$ cat config.mk
export PLATFORM = sky130hd
export DESIGN_NAME = servo_bus_packet_master
export DESIGN_NICKNAME = d
export VERILOG_FILES = /design/src/rtl/sbpm_pkg.sv /design/src/rtl/sbpm_front.sv /design/src/rtl/sbpm_queue.sv /design/src/rtl/sbpm_back.sv /design/src/rtl/servo_bus_packet_master.sv
export VERILOG_INCLUDE_DIRS = /design/src /design/src/rtl
export SDC_FILE = /design/constraint.sdc
export NUM_CORES = 1
export LEC_CHECK = 0
export ABC_CLOCK_PERIOD_IN_PS = 13300
export BUFFER_PORTS_ARGS = -buffer_cell sky130_fd_sc_hd__buf_2
export CELL_PAD_IN_SITES_DETAIL_PLACEMENT = 0
export CELL_PAD_IN_SITES_GLOBAL_PLACEMENT = 1
export CORE_UTILIZATION = 52
export CTS_CLUSTER_SIZE = 14
export DETAILED_ROUTE_END_ITERATION = 10
export PLACE_DENSITY_LB_ADDON = 0.1
export SLEW_MARGIN = 20
export SYNTH_ARGS = -nofsm -noshare
export SYNTH_HDL_FRONTEND = slang
export SYNTH_HIERARCHICAL = 1
export SYNTH_SLANG_ARGS = --single-unit
$ cat constraint.sdc
create_clock -name clk -period 13.3 [get_ports clk]
set_clock_uncertainty 0.2 [all_clocks]
set_input_delay 1.33 -clock clk [delete_from_list [all_inputs] [get_ports clk]]
set_output_delay 1.33 -clock clk [all_outputs]
set_load 0.02 [all_outputs]
$ cat src/rtl/assert_macros.svh
// Assertion helpers shared by the RTL; each expects clk and rst in scope.
`ifndef ASSERT_MACROS_SVH
`define ASSERT_MACROS_SVH

// Check that a property holds at every clock edge outside reset.
`define ASSERT_ALWAYS(label, prop, msg) \
  label: assert property (@(posedge clk) disable iff (rst) (prop)) else $error(msg);

// Check that a condition implies a property at the same edge.
`define ASSERT_IMPLIES(label, cond, prop, msg) \
  label: assert property (@(posedge clk) disable iff (rst) (cond) |-> (prop)) \
    else $error(msg);

// Check that a condition implies a property at the following edge.
`define ASSERT_NEXT(label, cond, prop, msg) \
  label: assert property (@(posedge clk) disable iff (rst) (cond) |=> (prop)) \
    else $error(msg);

`endif

$ cat src/rtl/sbpm_pkg.sv
package sbpm_pkg;

  typedef enum logic [2:0] {
    FUNC_WRITE_POS  = 3'd0,
    FUNC_WRITE_REG  = 3'd1,
    FUNC_PING       = 3'd2,
    FUNC_SYNC_WRITE = 3'd3,
    FUNC_RX_BYTE    = 3'd4,
    FUNC_TICK       = 3'd5
  } func_t;

  typedef enum logic [2:0] {
    CMD_POS     = 3'd0,
    CMD_REG     = 3'd1,
    CMD_PING    = 3'd2,
    CMD_SYNC    = 3'd3,
    CMD_OUTCOME = 3'd4
  } cmd_kind_t;

  typedef enum logic [2:0] {
    REG_TIMEOUT_TICKS = 3'd0,
    REG_WRITE_OPCODE  = 3'd1,
    REG_SYNC_OPCODE   = 3'd2,
    REG_PING_OPCODE   = 3'd3,
    REG_GOAL_REGISTER = 3'd4
  } reg_index_t;

  // One queued job: a packet to frame or a reply outcome to report.
  typedef struct packed {
    cmd_kind_t   kind;
    logic [7:0]  id;
    logic [7:0]  addr;
    logic [7:0]  data;      // write data, or the error byte of an outcome
    logic [15:0] pos;
    logic [7:0]  id2;
    logic [15:0] pos2;
    logic        timed_out;
  } cmd_t;

  typedef struct packed {
    logic [7:0] timeout_ticks;
    logic [7:0] write_opcode;
    logic [7:0] sync_opcode;
    logic [7:0] ping_opcode;
    logic [7:0] goal_register;
  } cfg_t;

  localparam logic [7:0] HDR_BYTE      = 8'hFF;
  localparam logic [7:0] BROADCAST_ID  = 8'hFE;
  localparam logic [7:0] PER_SERVO_LEN = 8'h02;
  localparam logic [7:0] LEN_POS       = 8'h05;
  localparam logic [7:0] LEN_REG       = 8'h04;
  localparam logic [7:0] LEN_PING      = 8'h02;
  localparam logic [7:0] LEN_SYNC      = 8'h0A;
  localparam logic [7:0] NO_ERROR_YET  = 8'hFF;

  localparam logic [2:0] ERROR_POS  = 3'd4;
  localparam logic [2:0] REPLY_LAST = 3'd5;

  // Index of the checksum byte within each packet
  localparam logic [3:0] LAST_POS  = 4'd8;
  localparam logic [3:0] LAST_REG  = 4'd7;
  localparam logic [3:0] LAST_PING = 4'd5;
  localparam logic [3:0] LAST_SYNC = 4'd13;

  localparam logic [7:0] RST_TIMEOUT_TICKS = 8'd250;
  localparam logic [7:0] RST_WRITE_OPCODE  = 8'd3;
  localparam logic [7:0] RST_SYNC_OPCODE   = 8'd131;
  localparam logic [7:0] RST_PING_OPCODE   = 8'd1;
  localparam logic [7:0] RST_GOAL_REGISTER = 8'd30;

endpackage

$ cat src/rtl/sbpm_front.sv
module sbpm_front (
  input  logic          clk,
  input  logic          rst,
  input  sbpm_pkg::cfg_t cfg,
  input  logic          in_valid,
  output logic          in_ready,
  input  logic [2:0]    func,
  input  logic [7:0]    servo_id,
  input  logic [7:0]    reg_addr,
  input  logic [7:0]    data_byte,
  input  logic [15:0]   position,
  input  logic [7:0]    second_id,
  input  logic [15:0]   second_position,
  input  logic [7:0]    rx_byte,
  input  logic          q_full,
  output logic          push,
  output sbpm_pkg::cmd_t push_cmd
);
  import sbpm_pkg::*;
  `include "assert_macros.svh"

  logic       awaiting, awaiting_next;
  logic [2:0] reply_count, reply_count_next;
  logic [7:0] tick_budget, tick_budget_next;
  logic [7:0] captured_error, captured_error_next;
  logic       accept;

  assign in_ready = !q_full;
  assign accept   = in_valid && in_ready;

  always_comb begin
    awaiting_next       = awaiting;
    reply_count_next    = reply_count;
    tick_budget_next    = tick_budget;
    captured_error_next = captured_error;
    push                = 1'b0;
    push_cmd.kind       = CMD_POS;
    push_cmd.id         = servo_id;
    push_cmd.addr       = reg_addr;
    push_cmd.data       = data_byte;
    push_cmd.pos        = position;
    push_cmd.id2        = second_id;
    push_cmd.pos2       = second_position;
    push_cmd.timed_out  = 1'b0;
    if (accept) begin
      unique case (func_t'(func)) inside
        FUNC_WRITE_POS, FUNC_WRITE_REG, FUNC_PING: begin
          if (!awaiting) begin
            push                = 1'b1;
            push_cmd.kind       = (func_t'(func) == FUNC_WRITE_POS) ? CMD_POS :
                                  (func_t'(func) == FUNC_WRITE_REG) ? CMD_REG : CMD_PING;
            awaiting_next       = 1'b1;
            reply_count_next    = 3'd0;
            tick_budget_next    = cfg.timeout_ticks;
            captured_error_next = NO_ERROR_YET;
          end
        end
        FUNC_SYNC_WRITE: begin
          if (!awaiting) begin
            push          = 1'b1;
            push_cmd.kind = CMD_SYNC;
          end
        end
        FUNC_RX_BYTE: begin
          if (awaiting) begin
            if (reply_count == ERROR_POS) captured_error_next = rx_byte;
            tick_budget_next = cfg.timeout_ticks;
            if (reply_count == REPLY_LAST) begin
              push             = 1'b1;
              push_cmd.kind    = CMD_OUTCOME;
              push_cmd.data    = captured_error;
              awaiting_next    = 1'b0;
              reply_count_next = 3'd0;
              tick_budget_next = 8'd0;
            end else begin
              reply_count_next = reply_count + 3'd1;
            end
          end
        end
        FUNC_TICK: begin
          if (awaiting) begin
            if (tick_budget <= 8'd1) begin
              push               = 1'b1;
              push_cmd.kind      = CMD_OUTCOME;
              push_cmd.data      = NO_ERROR_YET;
              push_cmd.timed_out = 1'b1;
              awaiting_next      = 1'b0;
              reply_count_next   = 3'd0;
              tick_budget_next   = 8'd0;
            end else begin
              tick_budget_next = tick_budget - 8'd1;
            end
          end
        end
        default: ;
      endcase
    end
  end

  always_ff @(posedge clk) begin
    if (rst) begin
      awaiting       <= 1'b0;
      reply_count    <= 3'd0;
      tick_budget    <= 8'd0;
      captured_error <= NO_ERROR_YET;
    end else begin
      awaiting       <= awaiting_next;
      reply_count    <= reply_count_next;
      tick_budget    <= tick_budget_next;
      captured_error <= captured_error_next;
    end
  end

  `ASSERT_IMPLIES(a_idle_count_zero, !awaiting, reply_count == 3'd0, "count set while idle")
  `ASSERT_ALWAYS(a_count_range, reply_count <= REPLY_LAST, "reply count past end")
  `ASSERT_NEXT(a_outcome_idles, push && push_cmd.kind == CMD_OUTCOME, !awaiting,
               "still awaiting after outcome")

endmodule

$ cat src/rtl/sbpm_queue.sv
module sbpm_queue #(
  parameter int DEPTH = 2
) (
  input  logic           clk,
  input  logic           rst,
  input  logic           push,
  input  sbpm_pkg::cmd_t push_cmd,
  output logic           full,
  input  logic           pop,
  output logic           head_valid,
  output sbpm_pkg::cmd_t head
);
  import sbpm_pkg::*;
  `include "assert_macros.svh"

  localparam int PTR_W = (DEPTH > 1) ? $clog2(DEPTH) : 1;
  localparam int CNT_W = $clog2(DEPTH + 1);
  localparam logic [PTR_W-1:0] PTR_LAST = PTR_W'(DEPTH - 1);
  localparam logic [CNT_W-1:0] CNT_FULL = CNT_W'(DEPTH);

  cmd_t             mem [DEPTH];
  logic [PTR_W-1:0] wr_ptr, rd_ptr;
  logic [CNT_W-1:0] count;

  assign full       = (count == CNT_FULL);
  assign head_valid = (count != '0);
  assign head       = mem[rd_ptr];

  always_ff @(posedge clk) begin
    if (push) mem[wr_ptr] <= push_cmd;
  end

  always_ff @(posedge clk) begin
    if (rst) begin
      wr_ptr <= '0;
      rd_ptr <= '0;
      count  <= '0;
    end else begin
      if (push) wr_ptr <= (wr_ptr == PTR_LAST) ? '0 : wr_ptr + 1'b1;
      if (pop)  rd_ptr <= (rd_ptr == PTR_LAST) ? '0 : rd_ptr + 1'b1;
      if (push && !pop)      count <= count + 1'b1;
      else if (pop && !push) count <= count - 1'b1;
    end
  end

  `ASSERT_ALWAYS(a_count_bound, count <= CNT_FULL, "queue count overflow")
  `ASSERT_IMPLIES(a_no_push_full, push, !full, "push into full queue")
  `ASSERT_IMPLIES(a_no_pop_empty, pop, head_valid, "pop from empty queue")

endmodule

$ cat src/rtl/sbpm_back.sv
module sbpm_back (
  input  logic           clk,
  input  logic           rst,
  input  sbpm_pkg::cfg_t cfg,
  input  logic           head_valid,
  input  sbpm_pkg::cmd_t head,
  output logic           pop,
  output logic           out_valid,
  input  logic           out_ready,
  output logic           kind,
  output logic [7:0]     tx_byte,
  output logic           last,
  output logic [7:0]     error_byte,
  output logic           timed_out
);
  import sbpm_pkg::*;
  `include "assert_macros.svh"

  logic [3:0] idx;
  logic [7:0] sum;
  logic [3:0] last_idx;
  logic [7:0] body;
  logic [7:0] cur_byte;
  logic       advance, emit, is_outcome, is_chk;

  function automatic logic [7:0] body_byte(cmd_t c, cfg_t g, logic [3:0] bi);
    logic [7:0] b;
    b = 8'h00;
    case (c.kind)
      CMD_POS: begin
        case (bi)
          4'd0:    b = c.id;
          4'd1:    b = LEN_POS;
          4'd2:    b = g.write_opcode;
          4'd3:    b = g.goal_register;
          4'd4:    b = c.pos[7:0];
          default: b = c.pos[15:8];
        endcase
      end
      CMD_REG: begin
        case (bi)
          4'd0:    b = c.id;
          4'd1:    b = LEN_REG;
          4'd2:    b = g.write_opcode;
          4'd3:    b = c.addr;
          default: b = c.data;
        endcase
      end
      CMD_PING: begin
        case (bi)
          4'd0:    b = c.id;
          4'd1:    b = LEN_PING;
          default: b = g.ping_opcode;
        endcase
      end
      CMD_SYNC: begin
        case (bi)
          4'd0:    b = BROADCAST_ID;
          4'd1:    b = LEN_SYNC;
          4'd2:    b = g.sync_opcode;
          4'd3:    b = g.goal_register;
          4'd4:    b = PER_SERVO_LEN;
          4'd5:    b = c.id;
          4'd6:    b = c.pos[7:0];
          4'd7:    b = c.pos[15:8];
          4'd8:    b = c.id2;
          4'd9:    b = c.pos2[7:0];
          default: b = c.pos2[15:8];
        endcase
      end
      default: b = 8'h00;
    endcase
    return b;
  endfunction

  always_comb begin
    case (head.kind)
      CMD_POS:  last_idx = LAST_POS;
      CMD_REG:  last_idx = LAST_REG;
      CMD_PING: last_idx = LAST_PING;
      CMD_SYNC: last_idx = LAST_SYNC;
      default:  last_idx = 4'd0;
    endcase
  end

  assign is_outcome = (head.kind == CMD_OUTCOME);
  assign is_chk     = (idx == last_idx);
  assign body       = body_byte(head, cfg, idx - 4'd2);
  assign cur_byte   = (idx < 4'd2) ? HDR_BYTE : (is_chk ? ~sum : body);
  assign advance    = !out_valid || out_ready;
  assign emit       = advance && head_valid;
  assign pop        = emit && (is_outcome || is_chk);

  always_ff @(posedge clk) begin
    if (rst) begin
      out_valid <= 1'b0;
      idx       <= 4'd0;
      sum       <= 8'd0;
    end else begin
      if (advance) out_valid <= head_valid;
      if (pop) begin
        idx <= 4'd0;
        sum <= 8'd0;
      end else if (emit) begin
        idx <= idx + 4'd1;
        if (idx >= 4'd2) sum <= sum + cur_byte;
      end
    end
  end

  always_ff @(posedge clk) begin
    if (emit) begin
      kind       <= is_outcome;
      tx_byte    <= is_outcome ? 8'h00 : cur_byte;
      last       <= !is_outcome && is_chk;
      error_byte <= is_outcome ? head.data : 8'h00;
      timed_out  <= is_outcome && head.timed_out;
    end
  end

  `ASSERT_IMPLIES(a_mid_packet_head, idx != 4'd0, head_valid, "head lost mid packet")
  `ASSERT_IMPLIES(a_outcome_at_start, head_valid && is_outcome, idx == 4'd0,
                  "outcome inside a packet")
  `ASSERT_ALWAYS(a_idx_range, idx <= LAST_SYNC, "byte index past longest packet")

endmodule

$ cat src/rtl/servo_bus_packet_master.sv
// Channel  | Direction | Handshake            | Payload
// ---------+-----------+----------------------+------------------------------------------
// in       | input     | in_valid / in_ready  | func servo_id reg_addr data_byte position
//          |           |                      | second_id second_position rx_byte
// out      | output    | out_valid / out_ready| kind tx_byte last error_byte timed_out
// cfg      | input     | cfg_valid / cfg_ready| cfg_index cfg_data
//
// Each item is taken while the command queue has room; a request then yields one packet byte
// per cycle unless the output stalls, framed by the byte sequencer in the back end.
// Reply bytes and ticks are absorbed by the front; an outcome is one output item.
// Reset (rst, synchronous) empties the queue, drops any reply wait and restores
// the register defaults. A stalled output holds the sequencer; input stalls only
// once the command queue is full.
module servo_bus_packet_master #(
  parameter int QUEUE_DEPTH = 2
) (
  input  logic        clk,
  input  logic        rst,
  input  logic        in_valid,
  output logic        in_ready,
  input  logic [2:0]  func,
  input  logic [7:0]  servo_id,
  input  logic [7:0]  reg_addr,
  input  logic [7:0]  data_byte,
  input  logic [15:0] position,
  input  logic [7:0]  second_id,
  input  logic [15:0] second_position,
  input  logic [7:0]  rx_byte,
  output logic        out_valid,
  input  logic        out_ready,
  output logic        kind,
  output logic [7:0]  tx_byte,
  output logic        last,
  output logic [7:0]  error_byte,
  output logic        timed_out,
  input  logic        cfg_valid,
  output logic        cfg_ready,
  input  logic [2:0]  cfg_index,
  input  logic [7:0]  cfg_data
);
  import sbpm_pkg::*;

  cfg_t cfg;
  logic q_full, push, pop, head_valid;
  cmd_t push_cmd, head;

  // Register file: always ready, unknown indexes are dropped.
  assign cfg_ready = 1'b1;

  always_ff @(posedge clk) begin
    if (rst) begin
      cfg.timeout_ticks <= RST_TIMEOUT_TICKS;
      cfg.write_opcode  <= RST_WRITE_OPCODE;
      cfg.sync_opcode   <= RST_SYNC_OPCODE;
      cfg.ping_opcode   <= RST_PING_OPCODE;
      cfg.goal_register <= RST_GOAL_REGISTER;
    end else if (cfg_valid) begin
      unique case (reg_index_t'(cfg_index))
        REG_TIMEOUT_TICKS: cfg.timeout_ticks <= cfg_data;
        REG_WRITE_OPCODE:  cfg.write_opcode  <= cfg_data;
        REG_SYNC_OPCODE:   cfg.sync_opcode   <= cfg_data;
        REG_PING_OPCODE:   cfg.ping_opcode   <= cfg_data;
        REG_GOAL_REGISTER: cfg.goal_register <= cfg_data;
        default: ;
      endcase
    end
  end

  // Front: classify each item, track the reply wait, queue packets and outcomes.
  sbpm_front u_front (
    .clk             (clk),
    .rst             (rst),
    .cfg             (cfg),
    .in_valid        (in_valid),
    .in_ready        (in_ready),
    .func            (func),
    .servo_id        (servo_id),
    .reg_addr        (reg_addr),
    .data_byte       (data_byte),
    .position        (position),
    .second_id       (second_id),
    .second_position (second_position),
    .rx_byte         (rx_byte),
    .q_full          (q_full),
    .push            (push),
    .push_cmd        (push_cmd)
  );

  // Queue: decouple the front from the byte sequencer.
  sbpm_queue #(
    .DEPTH (QUEUE_DEPTH)
  ) u_queue (
    .clk        (clk),
    .rst        (rst),
    .push       (push),
    .push_cmd   (push_cmd),
    .full       (q_full),
    .pop        (pop),
    .head_valid (head_valid),
    .head       (head)
  );

  // Back: frame packets byte by byte with a running checksum.
  sbpm_back u_back (
    .clk        (clk),
    .rst        (rst),
    .cfg        (cfg),
    .head_valid (head_valid),
    .head       (head),
    .pop        (pop),
    .out_valid  (out_valid),
    .out_ready  (out_ready),
    .kind       (kind),
    .tx_byte    (tx_byte),
    .last       (last),
    .error_byte (error_byte),
    .timed_out  (timed_out)
  );

endmodule

Yosys cells after proc, flatten, opt, wreduce, memory -nomap -nowiden. Memories as Yosys holds them, arrays and structs flattened. A register that Yosys moved wholly into a read port is not among the register bits. Cells that the tools add are included.

Add/subtract/negate cells: 9. Reductions and logical operators: 35. Equal/unequal tests: 31. Mux-type cells: 62. Bitwise operators: 1. $lt $le $gt $ge: 3.

Operators by type and width (count): $mux 8 (15); $pmux 8 s10 (1); $pmux 8 s4 (2); $pmux 8 s2 (3); $pmux 8 s5 (1); $mux 3 (12); $pmux 8 s3 (1); $eq 3x2->1 const B (6); $eq 3x3->1 const B (6); $mux 1 (18); $eq 4x3->1 const B (4); $pmux 4 s4 (1); $reduce_and 2->1 (7); $pmux 3 s4 (1); $reduce_and 5->1 (2); $eq 3x1->1 const B (3); $logic_not 3->1 (3); $pmux 3 s3 (1); $add 8x8->8 (1); $eq 4x2->1 const B (2); $eq 4x4->1 const B (2); $le 8x1->1 const B (1); $mux 2 (4); $not 8->8 (1); other kinds (25) (43).

Bits in writable memories: 136. Memories kept: 1. Output and inout bits: 22. Logic and storage cells: 162. Input port bits: 91. Register bits after elaboration: 96.

Memories: u_queue.mem (depth 2, width 68, rd ports 1, clocked after Yosys merged registers in 1, write ports 1, line sbpm_queue.sv:21) `cmd_t mem [DEPTH];`.

Depth between registers and ports, before layout. Gate-level depths: netlist of the first run.

Depth after elaboration: 9. Depth in mapped cells: 22. Gate-level depth less buffers: 19.

Hierarchy. The synthesis of the first run kept the hierarchy.

Modules (own cells, without submodules): sbpm_queue (seq. area each 4184.0 um2, area an instance 5205.0 um2, instances 1, cells an instance 234); sbpm_back (seq. area each 830.8 um2, area an instance 3050.4 um2, instances 1, cells an instance 387); sbpm_front (seq. area each 400.4 um2, area an instance 1762.9 um2, instances 1, cells an instance 218); servo_bus_packet_master (seq. area each 800.8 um2, area an instance 1651.6 um2, instances 1, cells an instance 159).

Worst setup path before layout of the first run. No wires, ideal clock.

Path kind: input to register. From: in in_valid. To: mem u_queue/mem[0][0] in the netlist's numbering, enable pin. Required time: 12.597 ns. Cell stages on the path: 5. Library setup time: 0.503 ns. Slack: 7.247 ns. Data arrival time: 5.351 ns. Buffers on the path: 1. Cells stage by stage: nor2b_1 clkbuf_1 o21ai_0 a31oi_1 nor2b_1.

Longest elaborated chain between the ends: 4.

RTL lines: from (decl) (line servo_bus_packet_master.sv:19) `input logic in_valid,`; $logic_and 1x1->1 (line sbpm_front.sv:29) `assign accept = in_valid && in_ready;`; $mux 1 (line sbpm_front.sv:45) `if (accept) begin`; via push (line servo_bus_packet_master.sv:44) `logic q_full, push, pop, head_valid;`; $mux 1 (line sbpm_queue.sv:30) `if (push) mem[wr_ptr] <= push_cmd;`; $mux 1 (not written as such) (line sbpm_queue.sv:30); to (decl) (line sbpm_queue.sv:21).

The timed path passes the listed nets, and every way through them passes these cells.

==> flow_summary.json, run 1 <==
{
  "status": "complete, no violations",
  "post_cts_buffers": 0,
  "antenna_cells": 0,
  "cts_root_buf": "clkbuf_16",
  "path_cells": "buf_4 -> mux2_2 -> nor2_1 -> o2111ai_1 -> o41a_1 -> nor2_2 -> nand2_1 -> o41ai_1 -> nand2_1 -> ha_1 -> a21o_1 -> a21oi_1 -> o21bai_1 -> a21oi_1 -> o21a_1 -> nor4_1 -> or3_1 -> a21oi_1",
  "syn_nets": 1106,
  "fin_util": 0.581,
  "hpwl_um": 19200,
  "yosys_warnings": 6,
  "ir_drop_v": 0.0000986,
  "hold_viol_final": 0,
  "layout.nets": 1127,
  "synth_top_area_share": 0.399,
  "cts_resized": 0,
  "cts_sinks": 233,
  "cts_tree": "done",
  "routed_wl_um": 27400,
  "path_class": "register to register",
  "worstSkewPairLatency_ns": 0.53,
  "vias": 7785,
  "whs_path_depth": 2,
  "power.leakage_nw": 4.72,
  "synth_area_leader_cell": "edfxtp_1",
  "hp-start": "cfg[15]",
  "postRouteAntennaNets": 0,
  "ys.flop_type": "edfxtp_1",
  "syn_inst": 998,
  "ctsHoldBuffers": 0,
  "grt-ovfl-total": 0,
  "worst-r2r-cell-count": 18,
  "synth_edf_count": 155,
  "rsz0062_at_grt": "no",
  "hold_end": "cfg[15]",
  "dp_slack_ns": 7.61,
  "yosysMostFrequentCell": "edfxtp_1",
  "final_area_sq_um": 12700,
  "postPlaceCellArea_sq_um": 11900,
  "wl_per_cell_um": 20.8,
  "h-tree-depth": 1,
  "hp-class": "register to register",
  "cp_num_buf_inv": 1,
  "cts_max_path_buffers": 3,
  "grt_pass1_vias": 7499,
  "p_seq_frac": 0.421,
  "path_common_cell": "a21oi_1",
  "slowest_delay_ns": 0.70,
  "crit_family": "simple AND/OR/NAND/NOR gates",
  "num_rows": 54,
  "r2r-end": "u_back/sum[7]",
  "power.switching_uw": 651,
  "cts_inserted_buffers": 25,
  "synth_common_cells": "155 x edfxtp_1, 78 x dfxtp_1, 63 x nor2_1",
  "cp_max_fo": 37,
  "grt_max_degree": 74,
  "critPathSlowestCell": "nor2_1",
  "setup_viol": 0,
  "period_share": 0.442,
  "switching_share": 0.301,
  "io_pins": 113,
  "grt_usage": 0.236,
  "drcViolationCount": 0,
  "antenna_found_initial": 0,
  "p_int_mw": 1.51,
  "combPwrFrac": 0.249,
  "setup_tns_ns": 0,
  "synth_seq_cells": 233,
  "end_kind": "register",
  "start_kind": "register",
  "synth.distinct_cells": 85,
  "n_fill_cell": 1884,
  "coreArea_sq_um": 21900,
  "crit_arrival_ns": 6.13,
  "whs_ns": 0.282,
  "total_power_mw": 2.16,
  "drv_cap": 0,
  "drt_iter0_markers": 604,
  "min_period_ns": 5.88,
  "synth-async-reset-ratio": 0,
  "io_buffers": 111,
  "required_ns": 13.55,
  "routed_via_density": 5.91,
  "drive_gt1_frac": 0.244,
  "dr.pass1.iters": 7,
  "syn_to_final_growth_pct": 9.05,
  "worst_pin_slew_ns": 1.04,
  "initial_core_util": 0.533,
  "r2r_setup_slack_ns": 7.42,
  "power_density_nw_per_um2": 170,
  "synth.avg_cell_area_sq_um": 11.7,
  "fin_ws_ns": 7.42,
  "yosys-top-cells-area": "edfxtp_1 40%, dfxtp_1 13%, mux2_2 5.0%",
  "gp_congestion": 0.908,
  "final_cells": 1318,
  "grt_pass1_wl_um": 43000,
  "slew_violations": 0,
  "p_clk_frac": 0.330,
  "seq_area_frac_synth": 0.533,
  "relSlewSlack": 0.307,
  "syn_area_sq_um": 11700,
  "clkSlewWorstSetupHoldPaths_ns": 0.07,
  "dieArea_sq_um": 23000,
  "die_h_um": 152,
  "max_freq_mhz": 170,
  "die_w_um": 152,
  "place_inst": 1272
}
[power groups by stage]
stage / Combinational, mW / Sequential, mW / Clock, mW
after floorplan: 0.373 / 0.950 / 0
after global placement: 0.531 / 0.924 / 0
after detailed placement: 0.531 / 0.927 / 0
after CTS: 0.535 / 0.912 / 0.730
after global routing: 0.584 / 0.921 / 0.755
final: 0.539 / 0.911 / 0.714
[worst register-to-register path, stage by stage (launching register included)]
cell and delay (ns):
dfxtp_4 0.69, buf_4 0.56, mux2_2 0.49, nor2_1 0.70, o2111ai_1 0.17, o41a_1 0.18, nor2_2 0.56, nand2_1 0.16
o41ai_1 0.15, nand2_1 0.19, ha_1 0.33, a21o_1 0.17, a21oi_1 0.22, o21bai_1 0.10, a21oi_1 0.22, o21a_1 0.19
nor4_1 0.06, or3_1 0.35, a21oi_1 0.14
[kinds of logic after synthesis]
family	after synthesis	synth area share
other	1	0.000321
AOI/OAI and AO/OA	227	0.137
DFF	233	0.533
muxes	112	0.110
buffers and inverters	147	0.0740
adders and majority gates	17	0.0189
xor gates and xnor gates	15	0.0125
and+or+nand+nor	246	0.114
[flip-flops by register name, indices dropped and copies added (netlist names), named ones only]
name                    count
cfg                        40
u_back/error_byte           8
u_back/idx                  4
u_back/kind                 1
u_back/last                 1
u_back/out_valid            1
u_back/sum                  8
u_back/timed_out            1
u_back/tx_byte              8
u_front/awaiting            1
u_front/captured_error      8
u_front/reply_count         3
u_front/tick_budget         8
u_queue/count               2
u_queue/mem               136
u_queue/rd_ptr              1
u_queue/wr_ptr              1
[worst max path at each step]
stage / cells after the start / slack (ns) / startpoint / end
2_1_floorplan: 5 / 7.25 / in_valid / u_queue/mem[0][0]
3_3_place_gp: 18 / 7.79 / register / u_back/sum[7]
3_5_place_dp: 18 / 7.61 / register / u_back/sum[7]
4_1_cts: 18 / 7.51 / register / u_back/sum[7]
5_1_grt: 18 / 6.95 / register / u_back/sum[7]
6_report: 18 / 7.42 / register / u_back/sum[7]
[per-layer routing]
| metal | up-vias | GRT usage | part of all wire |
|---|---|---|---|
| li1 | 3724 | - | - |
| met1 | 3752 | 0.354 | 0.47 |
| met2 | 274 | 0.360 | 0.45 |
| met3 | 35 | 0.0374 | 0.062 |
| met4 | 0 | 0.0514 | 0.016 |
| met5 | - | 0 | 0 |
[final cells by class]
| cell class | instances | area [sq um] | area share |
|---|---|---|---|
| clock buffers | 34 | 681 | 0.0535 |
| clock inverters | 12 | 171 | 0.0135 |
| inverters | 22 | 82.6 | 0.00649 |
| multi-input cells | 618 | 4610 | 0.362 |
| flip-flops and latches | 233 | 6220 | 0.489 |
| well taps | 280 | 350 | 0.0275 |
| repair buffers | 119 | 616 | 0.0484 |
[cell usage in the layout, fill, tap and decap left out, types with 6 or more instances in the layout]
cell	count
clkbuf_16	25
o31ai_1	6
a22o_1	8
nand3b_1	7
a31oi_1	8
a221oi_1	16
o21ai_1	11
o22a_1	8
or3_1	7
mux2_2	52
nand2b_1	34
nor2_1	63
a222oi_1	6
nand3_1	13
nor4_1	13
clkbuf_1	6
mux2i_1	40
nand2_1	46
buf_4	8
o21ai_0	23
ha_1	16
edfxtp_1	155
mux2_4	20
a22oi_1	19
xnor2_1	6
a21o_1	6
and3_1	13
inv_1	22
xor2_1	7
a21oi_1	55
buf_2	111
dfxtp_1	77
nor3_1	9
(Power assumes the default switching activity.)
==> inputs of run 2 (changes only) <==
--- a/config.mk
+++ b/config.mk
@@ -6,11 +6,12 @@
 export SDC_FILE = /design/constraint.sdc
 export NUM_CORES = 1
 export LEC_CHECK = 0
-export ABC_CLOCK_PERIOD_IN_PS = 13300
+export ABC_AREA = 1
+export ABC_CLOCK_PERIOD_IN_PS = 5750
 export BUFFER_PORTS_ARGS = -buffer_cell sky130_fd_sc_hd__buf_2
 export CELL_PAD_IN_SITES_DETAIL_PLACEMENT = 0
 export CELL_PAD_IN_SITES_GLOBAL_PLACEMENT = 1
-export CORE_UTILIZATION = 52
+export CORE_UTILIZATION = 46
 export CTS_CLUSTER_SIZE = 14
 export DETAILED_ROUTE_END_ITERATION = 10
 export PLACE_DENSITY_LB_ADDON = 0.1
==> constraint.sdc (replaced) <==
create_clock -name clk -period 5.75 [get_ports clk]
set_clock_uncertainty 0.2 [all_clocks]
set_input_delay 0.575 -clock clk [delete_from_list [all_inputs] [get_ports clk]]
set_output_delay 0.575 -clock clk [all_outputs]
set_load 0.02 [all_outputs]
==> run 2 against run 1 <==
Cell count rose by 28%. Clock power increased by 110%. Flip-flop and latch count did not move. First-iteration DRC count is 6.1% lower. Critical path type unchanged. Highest routed layer unchanged.
==> flow_summary.json, run 2 <==
{
  "layout.nets": 1449,
  "synth-async-reset-ratio": 0,
  "post_cts_buffers": 0,
  "h-tree-depth": 1,
  "dp_slack_ns": 1.50,
  "yosysMostFrequentCell": "nand2_1",
  "worstSkewPairLatency_ns": 0.53,
  "start_kind": "register",
  "end_kind": "register",
  "slew_violations": 0,
  "power_density_nw_per_um2": 392,
  "cts_inserted_buffers": 25,
  "p_clk_frac": 0.297,
  "routed_wl_um": 29900,
  "crit_arrival_ns": 4.50,
  "synth-compound-area-share": 0.0606,
  "reg.largest.list": "u_queue/mem x136, cfg x40",
  "drcViolationCount": 0,
  "worst_pin_slew_ns": 0.951,
  "dieArea_sq_um": 26600,
  "rsz0062_at_grt": "no",
  "yosys-top-cells-area": "edfxtp_1 39%, dfxtp_1 13%, nand2_1 9.8%",
  "gp_congestion": 0.894,
  "hold_viol_final": 0,
  "clkSlewWorstSetupHoldPaths_ns": 0.06,
  "cts_max_path_buffers": 3,
  "relSlewSlack": 0.366,
  "cts_resized": 0,
  "syn_nets": 1389,
  "ir_drop_v": 0.000265,
  "antenna_found_initial": 1,
  "routed_via_density": 5.13,
  "path_class": "register to register",
  "synthMuxAreaShare": 0.0705,
  "die_w_um": 163,
  "r2r_setup_slack_ns": 1.46,
  "final_area_sq_um": 13100,
  "drv_cap": 0,
  "largest_reg_flops": 136,
  "io_buffers": 111,
  "synth_common_cells": "310 x nand2_1, 155 x edfxtp_1, 121 x nand3_1",
  "synth.avg_cell_area_sq_um": 9.32,
  "yosys_warnings": 6,
  "combPwrFrac": 0.284,
  "fin_ws_ns": 1.46,
  "max_freq_mhz": 233,
  "synth_top_family_by_area": "simple AND/OR/NAND/NOR gates",
  "hpwl_um": 22400,
  "wl_per_cell_um": 17.7,
  "ff_latch_area_sq_um": 6220,
  "required_ns": 5.95,
  "p_seq_frac": 0.419,
  "crit_family": "compound AO/OA/AOI/OAI gates",
  "slowest_delay_ns": 0.45,
  "top_register": "u_queue/mem",
  "io_pins": 113,
  "synth_top_area_share": 0.390,
  "power.switching_mw": 1.72,
  "postPlaceCellArea_sq_um": 12400,
  "ys.flop_type": "edfxtp_1",
  "power.leakage_nw": 5.52,
  "cts_root_buf": "clkbuf_16",
  "layout.cells.most_common_list": "310 x nand2_1, 155 x edfxtp_1, 121 x nand3_1",
  "synth_area_leader_cell": "edfxtp_1",
  "path_cells": "inv_1 -> ha_1 -> inv_2 -> nor2_4 -> nand2_2 -> inv_2 -> nand2_1 -> nand2_1 -> a21oi_1 -> o21ai_0 -> a22oi_1 -> o21ai_0 -> o21bai_1 -> nand2_1 -> fa_1 -> a21oi_1 -> o21ai_0 -> inv_1 -> nor2_1 -> o21ai_0 -> nand2_1 -> xnor2_1 -> a21oi_1",
  "coreArea_sq_um": 25300,
  "antenna_cells": 0,
  "cp_max_fo": 11,
  "cts_sinks": 233,
  "synth_fa_ha_area_frac": 0.0185,
  "layout_commonest_cell": "nand2_1",
  "worst-r2r-cell-count": 23,
  "dr.pass1.iters": 6,
  "grt_usage": 0.229,
  "grt-ovfl-total": 0,
  "seq_area_frac_synth": 0.521,
  "period_share": 0.746,
  "r2r-start": "u_back/idx[1]",
  "hp-start": "second_position[4]",
  "cp_num_buf_inv": 4,
  "syn_inst": 1281,
  "critPathSlowestCell": "fa_1",
  "cts_tree": "done",
  "hp-class": "primary input to register",
  "syn_area_sq_um": 11900,
  "final_cells": 1690,
  "grt_max_degree": 69,
  "initial_core_util": 0.471,
  "grt_pass1_vias": 8479,
  "whs_path_depth": 1,
  "syn_to_final_growth_pct": 10.0,
  "place_inst": 1644,
  "min_period_ns": 4.29,
  "vias": 8668,
  "grt_pass1_wl_um": 46500,
  "r2r-end": "u_back/sum[6]",
  "n_fill_cell": 2426,
  "multiInputGateArea_sq_um": 4650,
  "p_int_mw": 3.43,
  "ctsHoldBuffers": 0,
  "synth_xor_area_frac": 0.00734,
  "setup_tns_ns": 0,
  "hold_end": "u_queue/mem[0][5]",
  "yosys.area_share.simple": 0.232,
  "synth_seq_cells": 233,
  "setup_viol": 0,
  "startpoint": "u_back/idx[1]",
  "drive_gt1_frac": 0.206,
  "status": "complete, no violations",
  "synth.distinct_cells": 50,
  "die_h_um": 163,
  "synth_edf_count": 155,
  "num_rows": 58,
  "drt_iter0_markers": 567,
  "postRouteAntennaNets": 0,
  "switching_share": 0.334
}
[run 2: kinds of logic after synthesis]
kind of cell,count (synthesis)
AO/OA/AOI/OAI,128
XOR/XNOR,10
adder cells (fa/ha/maj),17
buffers and inverters,209
flip-flops,233
multiplexers,68
other,1
AND/OR/NAND/NOR,615
[run 2: power by group through the flow]
| stage | clock network, mW | logic, mW | registers, mW |
|---|---|---|---|
| 5_1_grt | 1.64 | 1.62 | 2.18 |
| 6_report | 1.53 | 1.46 | 2.15 |
| 3_5_place_dp | 0 | 1.47 | 2.19 |
| 3_3_place_gp | 0 | 1.47 | 2.19 |
| 2_1_floorplan | 0 | 1.03 | 2.21 |
| 4_1_cts | 1.57 | 1.47 | 2.16 |
[run 2: cell type report]
class | instances | area share
multi-input cells | 839 | 0.354
well taps | 330 | 0.0314
repair buffers | 118 | 0.0463
inverters | 124 | 0.0354
flip-flops and latches | 233 | 0.474
clock inverters | 19 | 0.0110
clock buffers | 27 | 0.0482
[run 2: worst max path at each step]
stage,depth (start not counted),end
floorplan,8,u_queue/mem[0][0]
global placement,20,u_back/sum[6]
detailed placement,20,u_back/sum[6]
CTS,20,u_back/sum[6]
global route,23,u_back/sum[6]
finish,23,u_back/sum[6]
[run 2: layer usage]
metal | track usage | vias to the layer above | share of wire
met2 | 0.398 | 196 | 0.49
met5 | 0 | - | 0
met1 | 0.298 | 4064 | 0.44
li1 | - | 4368 | -
met3 | 0.0322 | 40 | 0.048
met4 | 0.0633 | 0 | 0.021
[run 2: per-stage QoR]
| step | utilization | hold slack, ns | total power [mW] |
|---|---|---|---|
| 2_1_floorplan | - | 0.229 | 3.24 |
| 3_3_place_gp | 0.488 | 0.239 | 3.66 |
| 3_5_place_dp | 0.488 | 0.245 | 3.66 |
| 4_1_cts | 0.519 | 0.00988 | 5.21 |
| 5_1_grt | 0.519 | 0.0142 | 5.44 |
| 6_report | 0.519 | 0.0277 | 5.15 |
==> inputs of run 3 (changes only) <==
--- a/config.mk
+++ b/config.mk
@@ -7,7 +7,7 @@
 export NUM_CORES = 1
 export LEC_CHECK = 0
 export ABC_AREA = 1
-export ABC_CLOCK_PERIOD_IN_PS = 5750
+export ABC_CLOCK_PERIOD_IN_PS = 4400
 export BUFFER_PORTS_ARGS = -buffer_cell sky130_fd_sc_hd__buf_2
 export CELL_PAD_IN_SITES_DETAIL_PLACEMENT = 0
 export CELL_PAD_IN_SITES_GLOBAL_PLACEMENT = 1
==> constraint.sdc (replaced) <==
create_clock -name clk -period 4.4 [get_ports clk]
set_clock_uncertainty 0.2 [all_clocks]
set_input_delay 0.44 -clock clk [delete_from_list [all_inputs] [get_ports clk]]
set_output_delay 0.44 -clock clk [all_outputs]
set_load 0.02 [all_outputs]
==> run 3 against run 2 <==
Sequential share of layout area is 2.5 points lower. Register-to-register slack worse by 1.1 ns. Power is 34% higher. Non-clock buffer count is 67 higher. Sequential power is 28% higher. Worst hold slack worse by 0.012 ns. Global-route usage hardly changed. Fmax is 5.4% higher. Flip-flop and latch count stayed put.
==> flow_summary.json, run 3 (synthesis gave the netlist of run 2 again) <==
{
  "reg.largest.list": "u_queue/mem x136, cfg x40",
  "h-tree-depth": 1,
  "wl_per_cell_um": 17.1,
  "post_cts_buffers": 0,
  "power_density_nw_per_um2": 498,
  "routed_wl_um": 29900,
  "die_w_um": 163,
  "cp_num_buf_inv": 4,
  "largest_reg_flops": 136,
  "io_pins": 113,
  "relSlewSlack": 0.400,
  "syn_to_final_growth_pct": 16.3,
  "max_freq_mhz": 246,
  "worst_pin_slew_ns": 0.899,
  "dieArea_sq_um": 26600,
  "layout.cells.most_common_list": "310 x nand2_1, 155 x edfxtp_1, 121 x nand3_1",
  "cp_max_fo": 11,
  "place_inst": 1647,
  "p_seq_frac": 0.399,
  "coreArea_sq_um": 25300,
  "fin_ws_ns": 0.328,
  "required_ns": 4.61,
  "crit_arrival_ns": 4.28,
  "grt_usage": 0.229,
  "top_register": "u_queue/mem",
  "setup_tns_ns": 0,
  "crit_family": "compound AO/OA/AOI/OAI gates",
  "cts_tree": "done",
  "grt_pass1_vias": 8653,
  "slowest_delay_ns": 0.41,
  "period_share": 0.925,
  "vias": 8892,
  "hp-start": "data_byte[7]",
  "ir_drop_v": 0.000277,
  "cts_sinks": 233,
  "cts_root_buf": "clkbuf_16",
  "status": "complete, no violations",
  "startpoint": "u_back/idx[1]",
  "end_kind": "register",
  "antenna_cells": 0,
  "num_rows": 58,
  "combPwrFrac": 0.296,
  "setup_viol": 0,
  "drcViolationCount": 0,
  "start_kind": "register",
  "slew_violations": 0,
  "worstSkewPairLatency_ns": 0.55,
  "final_cells": 1755,
  "r2r_setup_slack_ns": 0.33,
  "grt-ovfl-total": 0,
  "total_power_mw": 6.91,
  "n_fill_cell": 2368,
  "whs_ns": 0.0153,
  "path_cells": "inv_1 -> ha_2 -> inv_4 -> nor2_4 -> o21ai_4 -> inv_1 -> o21ai_0 -> a21oi_1 -> a21oi_1 -> o211ai_1 -> nand2_1 -> nand2_1 -> ha_1 -> fa_1 -> a21oi_1 -> o21ai_0 -> inv_1 -> nor2_1 -> o21ai_0 -> nand2_1 -> xnor2_1 -> a21oi_1",
  "rsz0062_at_grt": "no",
  "r2r-start": "u_back/idx[1]",
  "dr.pass1.iters": 5,
  "power.switching_mw": 2.28,
  "layout_commonest_cell": "nand2_1",
  "p_clk_frac": 0.305,
  "switching_share": 0.329,
  "gp_congestion": 0.912,
  "cts_max_path_buffers": 3,
  "drive_gt1_frac": 0.198,
  "routed_via_density": 5.07,
  "layout.nets": 1517,
  "drv_cap": 0,
  "antenna_found_initial": 0,
  "path_class": "register to register",
  "io_buffers": 111,
  "drt_iter0_markers": 452,
  "hp-class": "primary input to register",
  "postRouteAntennaNets": 0,
  "power.leakage_nw": 5.82,
  "p_int_mw": 4.64,
  "hold_viol_final": 0,
  "grt_pass1_wl_um": 46600,
  "die_h_um": 163,
  "path_common_cell": "a21oi_1",
  "critPathSlowestCell": "fa_1",
  "dp_slack_ns": 0.202,
  "initial_core_util": 0.471,
  "min_period_ns": 4.07,
  "clkSlewWorstSetupHoldPaths_ns": 0.06,
  "hpwl_um": 22000,
  "cts_inserted_buffers": 26,
  "grt_max_degree": 57
}
-- run 3: cell count changes in the layout (fill, tap and decap cells not counted), moves of 2 or more --
cell	previous run	this run
buf_12	0	3
clkbuf_1	2	4
clkinv_1	9	7
clkinv_2	8	4
dlygate4sd3_1	0	64
inv_6	2	0
-- run 3: path summary, 6_finish.rpt --
check / to / cells after the start
max: u_back/sum[6] / 22
min: u_queue/mem[1][48] / 3
max reg2reg: u_back/sum[6] / 22
min reg2reg: u_front/captured_error[0] / 2
-- run 3: what timing repair did --
action,4_1_cts,5_1_grt
setup endpoints to repair,0,3
hold endpoints to repair,125,0
hold buffers,64,0
gates resized for setup,0,3
-- run 3: area by class of cell --
cell class              instances  area [sq um]  area share
inverters                     124           468      0.0337
multi-input cells             839          4650       0.335
well taps                     330           413      0.0297
flip-flops and latches        233          6220       0.448
repair buffers                185          1310      0.0943
clock inverters                14           153      0.0110
clock buffers                  30           666      0.0480
-- run 3: worst reg2reg max path, delay by kind of cell, from the launching register on --
family,cells,cell delay [ns]
fa+ha+maj,3,0.99
xor+xnor,1,0.13
buf+inv,4,0.64
simple gates,5,0.41
flops,1,0.40
compound gates,9,1.20
-- run 3: power by group through the flow --
stage               clock (mW)  combinational [mW]  sequential (mW)
finish                    2.11                2.05             2.76
global route              2.24                2.25             2.79
CTS                       2.15                2.06             2.76
detailed placement           0                2.01             2.80
global placement             0                2.01             2.80
floorplan                    0                1.35             2.89
-- run 3: through the flow --
| stage | cell area [sq um] | util |
|---|---|---|
| after floorplan | 11900 | - |
| after detailed placement | 12400 | 0.490 |
| after global routing | 13900 | 0.548 |
| after global placement | 12400 | 0.490 |
| final | 13900 | 0.548 |
| after CTS | 13900 | 0.548 |
-- run 3: metal layers --
layer	up-vias	part of all wire	GRT usage
met5	-	0	0
met4	0	0.027	0.0701
met3	57	0.046	0.0389
met2	173	0.49	0.401
met1	4159	0.44	0.287
li1	4503	-	-
